[config.mk]
export PLATFORM = sky130hd
export DESIGN_NAME = svs_alu
export DESIGN_NICKNAME = d
export VERILOG_FILES = /design/src/rtl/core/svs_pkg.sv /design/src/rtl/core/svs_alu.sv
export SDC_FILE = /design/constraint.sdc
export NUM_CORES = 2
export LEC_CHECK = 0
export ABC_CLOCK_PERIOD_IN_PS = 14500
export BUFFER_PORTS_ARGS = -buffer_cell sky130_fd_sc_hd__buf_2
export CORE_AREA = 5 5 348 350
export CTS_BUF_LIST = sky130_fd_sc_hd__clkbuf_8 sky130_fd_sc_hd__clkbuf_16
export CTS_CLUSTER_SIZE = 10
export DETAILED_ROUTE_END_ITERATION = 7
export DIE_AREA = 0 0 353 355
export REMOVE_ABC_BUFFERS = 1
export SETUP_SLACK_MARGIN = 0.3
export SLEW_MARGIN = 10
export SYNTH_ARGS = -nofsm -noshare
export SYNTH_HDL_FRONTEND = slang
export SYNTH_SLANG_ARGS = --single-unit
[constraint.sdc]
create_clock -name clk_i -period 14.5 [get_ports clk_i]
set_input_delay 1.45 -clock clk_i [delete_from_list [all_inputs] [get_ports clk_i]]
set_output_delay 1.45 -clock clk_i [all_outputs]
set_load 0.02 [all_outputs]
[src/rtl/core/svs_pkg.sv]
// shared types and constants of the sparse vector store alu
// no dependencies; imported by the alu and the top level
`timescale 1ns / 1ps
`default_nettype none

package svs_pkg;

  localparam int unsigned DATA_W = 32;
  localparam int unsigned ACC_W  = 64;
  localparam int unsigned OP_W   = 3;
  localparam int unsigned EIDX_W = 6;
  localparam int unsigned VEC_W  = 2;
  localparam int unsigned LENC_W = 7;
  localparam int unsigned STAT_W = 2;

  typedef enum logic [OP_W-1:0] {
    OP_SET = 3'd0,
    OP_GET = 3'd1,
    OP_ADD = 3'd2,
    OP_SUB = 3'd3,
    OP_DOT = 3'd4
  } op_e;

  typedef enum logic [STAT_W-1:0] {
    STAT_OK    = 2'd0,
    STAT_RANGE = 2'd1,
    STAT_SAT   = 2'd2
  } status_e;

  // control from the sequencer to the shared arithmetic unit
  typedef struct packed {
    logic acc_clr;
    logic sub;
    logic mul_en;
    logic acc_en;
  } alu_ctrl_t;

endpackage

`default_nettype wire

[src/rtl/core/svs_alu.sv]
// shared element unit: saturating add/subtract, multiplier and
// saturating 64-bit accumulator; depends on svs_pkg
`timescale 1ns / 1ps
`default_nettype none

module svs_alu (
  input  wire logic                      clk_i,
  input  wire svs_pkg::alu_ctrl_t        ctrl_i,
  input  wire logic signed [31:0]        a_i,
  input  wire logic signed [31:0]        b_i,
  output logic signed      [31:0]        sum_o,
  output logic                           sum_sat_o,
  output logic signed      [63:0]        acc_o,
  output logic                           acc_sat_o
);

  import svs_pkg::*;

  logic signed [DATA_W:0]   wide_d;
  logic signed [ACC_W-1:0]  prod_q;
  logic signed [ACC_W-1:0]  acc_q;
  logic signed [ACC_W-1:0]  acc_d;
  logic        [ACC_W-1:0]  step_sum;

  // 33-bit sum, overflow when the top two bits disagree
  always_comb begin
    if (ctrl_i.sub) begin
      wide_d = {a_i[DATA_W-1], a_i} - {b_i[DATA_W-1], b_i};
    end else begin
      wide_d = {a_i[DATA_W-1], a_i} + {b_i[DATA_W-1], b_i};
    end
    sum_sat_o = wide_d[DATA_W] != wide_d[DATA_W-1];
    if (!sum_sat_o) begin
      sum_o = wide_d[DATA_W-1:0];
    end else if (wide_d[DATA_W]) begin
      sum_o = {1'b1, {(DATA_W-1){1'b0}}};
    end else begin
      sum_o = {1'b0, {(DATA_W-1){1'b1}}};
    end
  end

  always_comb begin
    step_sum  = acc_q + prod_q;
    acc_sat_o = (acc_q[ACC_W-1] == prod_q[ACC_W-1]) &&
                (step_sum[ACC_W-1] != acc_q[ACC_W-1]);
    if (!acc_sat_o) begin
      acc_d = step_sum;
    end else if (acc_q[ACC_W-1]) begin
      acc_d = {1'b1, {(ACC_W-1){1'b0}}};
    end else begin
      acc_d = {1'b0, {(ACC_W-1){1'b1}}};
    end
  end

  always_ff @(posedge clk_i) begin
    if (ctrl_i.mul_en) begin
      prod_q <= a_i * b_i;
    end
    if (ctrl_i.acc_clr) begin
      acc_q <= '0;
    end else if (ctrl_i.acc_en) begin
      acc_q <= acc_d;
    end
  end

  assign acc_o = acc_q;

endmodule

`default_nettype wire

Word level (Yosys, flattened, before mapping)

Index checks and enable logic that the tools add are counted.

Output and inout bits: 98
Flip-flop bits (word level): 128

Multiply operators: 1
Mux-type cells: 5
Reduce and logical (&&, ||, !) cells: 1
Add/subtract/negate cells: 3
Equal/unequal tests: 3

Operator list:

| operator            | number |
|---|---|
| $mux W64            | 2 |
| $add A64 B64 Y64    | 1 |
| $mul A32 B32 Y64    | 1 |
| $mux W32            | 2 |
| $add A32 B32 Y33    | 1 |
| $mux W33            | 1 |
| $sub A32 B32 Y33    | 1 |
| $ne A1 B1 Y1        | 2 |
| $eq A1 B1 Y1        | 1 |
| $logic_and A1 B1 Y1 | 1 |

Longest topological paths before layout

Word-level depth: 4
Mapped depth: 30

Worst setup path after synthesis

No wires, ideal clock.

Kind: input to register
From: in b_i[2]
To: reg prod_q[61] (data pin)
Stages: 25
Required time: 14238 ps
Buffers on the path: 2
Arrival: 8691 ps
Setup slack: 5547 ps
Library setup time: 262 ps
Cells stage by stage: clkbuf_1 > buf_1 > nand2_1 > inv_1 > fa_1 > fa_1 > fa_1 > fa_1 > inv_1 > fa_1 > inv_1 > fa_1 > inv_1 > fa_1 > inv_1 > fa_1 > ha_1 > a21o_1 > a21o_1 > a221o_1 > a21oi_1 > nand2_1 > a41oi_1 > o21bai_1 > xor2_1

Cells in the longest elaborated chain, start to end: 1

Ends and longest elaborated chain:

| element              | RTL line      | source |
|---|---|---|
| start, declared      | svs_alu.sv:10 | `input wire logic signed [31:0] b_i,` |
| $mul A32 B32 Y64     | svs_alu.sv:57 | `prod_q <= a_i * b_i;` |
| end signal, assigned | svs_alu.sv:57 |  |
| end, declared        | svs_alu.sv:20 | `logic signed [ACC_W-1:0] prod_q;` |

Every way passes these cells.
A chain may end at the register's enable or synchronous reset.

Final worst setup path

From: in b_i[2]
To: reg prod_q[63] (data pin)

The elaborated chain is that of the path after synthesis.

==> impl_metrics.toml <==
[outcome]
outcome = "complete, no violations"

[logic_synthesis]
yosysWarnings = 0
synth_top_area_cell = "fa_1"
yosys.area.top_type_share_pct = 46.43
ys_top_cells_by_area = "fa_1, inv_1, ha_1, and2_1, nand2_1"
synth-main-ff-cell = "edfxtp_1"
ys_seq_elements = 128
async_reset_ff_share_pct = 0
synth_edf_count = 64
synth_commonest_cells = "fa_1, inv_1, nand2_1"
synth_most_common_cell = "fa_1"
synth-simple-area-share_pct = 16.37
syn_inst = 5169
synthMuxAreaShare_pct = 0.08566
synth_top_family_by_area = "adder cells"
synth_xor_area_share_pct = 3.485
ys_seq_area_share_pct = 6.852
synth-compound-area-share_pct = 8.549
synth_fa_ha_area_share_pct = 54.16
avgSynthCellArea_um2 = 9.043
synth.cell_area_mm2 = 0.04674
ys_types = 82

[sta]
setup_tns_ns = 0
worst_hold_slack_ns = 0.4938
skew_ns = 0.008286
timing.fmax_mhz = 105.2
slew_violations = 0
period_share_pct = 65.54
tightest_slew_ns = 1.271
setup_viol_count_final = 0
slew_headroom_pct = 15.10
final.min_clock_period_ns = 9.504
rsz0062_at_grt = "false"
hold_violations = 0

[cells_and_area]
multi_input_area_mm2 = 0.03864
fin_nets = 6547
syn_to_final_growth_pct = 5.495
finalInstanceArea_mm2 = 0.04931
drive_gt1_share_pct = 5.365
fillers = 11620
regArea_mm2 = 0.003203

[critical_path]
crit_top_cell = "fa_1"
startpoint_type = "primary input"
crit_buf_inv = 7
path_class = "in -> reg"
path_delay_family = "adder cells"
required_ns = 14.68
cp-end-kind = "flip-flop"
arrival_ns = 9.69
crit_slowest_cell = "fa_1"
slowest_delay_ns = 1.01
worstPathMaxFanout = 36

[clock_tree]
postCtsSetupRepairBufs = 0
cts_sinks = 128
clockRootBuffer = "clkbuf_16"
cts.htree.levels = 4
clk_latency_ns = 0.44
cts_made_buffers = 17
cts.repair.resized = 0
cts_hold_buf = 0
clkTransAtPathRegs_ns = 0.06
cts_tree = "done"
cts.path.max_buffers = 2

[floorplan]
dieArea_mm2 = 0.1253
die_x_um = 353
coreArea_mm2 = 0.1175
die_y_um = 355
num_rows = 126
io_pins = 167
start_util_pct = 39.80

[placement]
numPortBuffers = 166
placed_area_mm2 = 0.04872
place.gp.congestion = 0.8874
place_hpwl_um = 104400

[route]
drt_wl_total_um = 133300
drc = 0
routed-via-count = 35110
routedWlPerCell_um = 19.99
first_pass_iters = 5
first_iter_violations = 1972
via_per_inst = 5.267
ant_nets = 0

[global_routing]
antenna_found_initial = 10
grt_max_degree = 65
grt_pass1_wl_um = 213800
grt_pass1_vias = 37560
gr-total-overflow = 0
grtUsageTotal_pct = 21.53

[hold_path]
min_path_type = "reg -> reg"

[job]
max_cap_viol_count = 0
## tightest hold or removal path, stage by stage, from the launching register on
cell and delay (ns):
dfxtp_1 0.32, nor2_1 0.08, nor3_1 0.05
## worst paths after layout
| path | from | end | slack, ns | cells past startpoint |
|---|---|---|---|---|
| setup reg to reg | prod_q[14] | acc_o[61] | 10.47 | 11 |
| hold / removal | acc_o[10] | acc_o[10] | 0.49 | 2 |
| hold reg to reg | acc_o[10] | acc_o[10] | 0.49 | 2 |
| setup / recovery | b_i[2] | prod_q[63] | 5.00 | 25 |
## routing by layer
metal,part of all wire [%],up-vias,global-route usage [%],wire [µm]
met5,0.046,-,0,61
li1,-,15640,-,-
met3,5.6,224,3.080,7416
met4,3.4,8,6.639,4506
met2,50,1020,37.93,66930
met1,41,18220,27.57,54370
## final cells by class
type / count / share of cell area (%)
antenna: 4 / 0.02030
clock buffer: 19 / 0.9185
clock inverter: 13 / 0.2487
inverter: 1007 / 7.665
multi-input combinational: 3746 / 78.35
sequential: 128 / 6.495
tap: 1536 / 3.897
timing repair buffer: 213 / 2.400
## stage by stage
stage	setup WS, ns	utilization (%)	std cells
floorplan	6.033	-	4881
global placement	4.595	41.49	6630
detailed placement	4.557	41.49	6630
CTS	5.010	41.98	6662
global route	4.477	41.98	6663
finish	4.996	41.99	6666
## placed cells by master, fill, tap and decap left out, drive strengths merged, types with 5 or more instances in the layout
| cell | netlist | routed |
|---|---|---|
| nand2 | 595 | 595 |
| xnor2 | 122 | 122 |
| inv | 1006 | 1010 |
| o41ai | 5 | 5 |
| a21oi | 225 | 225 |
| o31ai | 8 | 8 |
| fa | 1084 | 1084 |
| ha | 281 | 281 |
| nor4 | 8 | 8 |
| a211oi | 32 | 32 |
| and2 | 513 | 513 |
| and3 | 19 | 19 |
| a21o | 76 | 76 |
| a221oi | 7 | 7 |
| clkinv | 1 | 6 |
| dfxtp | 64 | 64 |
| nor2 | 207 | 207 |
| edfxtp | 64 | 64 |
| nor2b | 15 | 15 |
| o21bai | 32 | 32 |
| o21ai | 99 | 99 |
| or2 | 8 | 8 |
| xor2 | 64 | 64 |
| clkbuf | 263 | 19 |
| nand4 | 33 | 33 |
| nor3 | 75 | 75 |
| or3 | 12 | 12 |
| o31a | 7 | 7 |
| o21a | 21 | 21 |
| o22ai | 7 | 7 |
| nand3 | 31 | 31 |
| a31oi | 28 | 28 |
| a41oi | 5 | 5 |
| nand2b | 23 | 23 |
| o211ai | 30 | 30 |
| a211o | 5 | 5 |
| buf | 25 | 213 |
| maj3 | 9 | 9 |
## sequential cells by signal (all words and copies together), names as in the netlist
name and flops:
acc_o 64, prod_q 64
## cells by family (layout without fill, tap and decap cells)
family,count (synthesis),count (layout)
multiplexers,4,4
flip-flops,128,128
XOR/XNOR,186,186
adder cells (fa/ha/maj),1374,1374
AND/OR/NAND/NOR,1556,1556
AO/OA/AOI/OAI,626,626
other,0,4
buffers and inverters,1295,1252
Power is left out: the tool's default activity adds up to more than one toggle a clock period on the data nets, which glitch-free logic cannot reach.
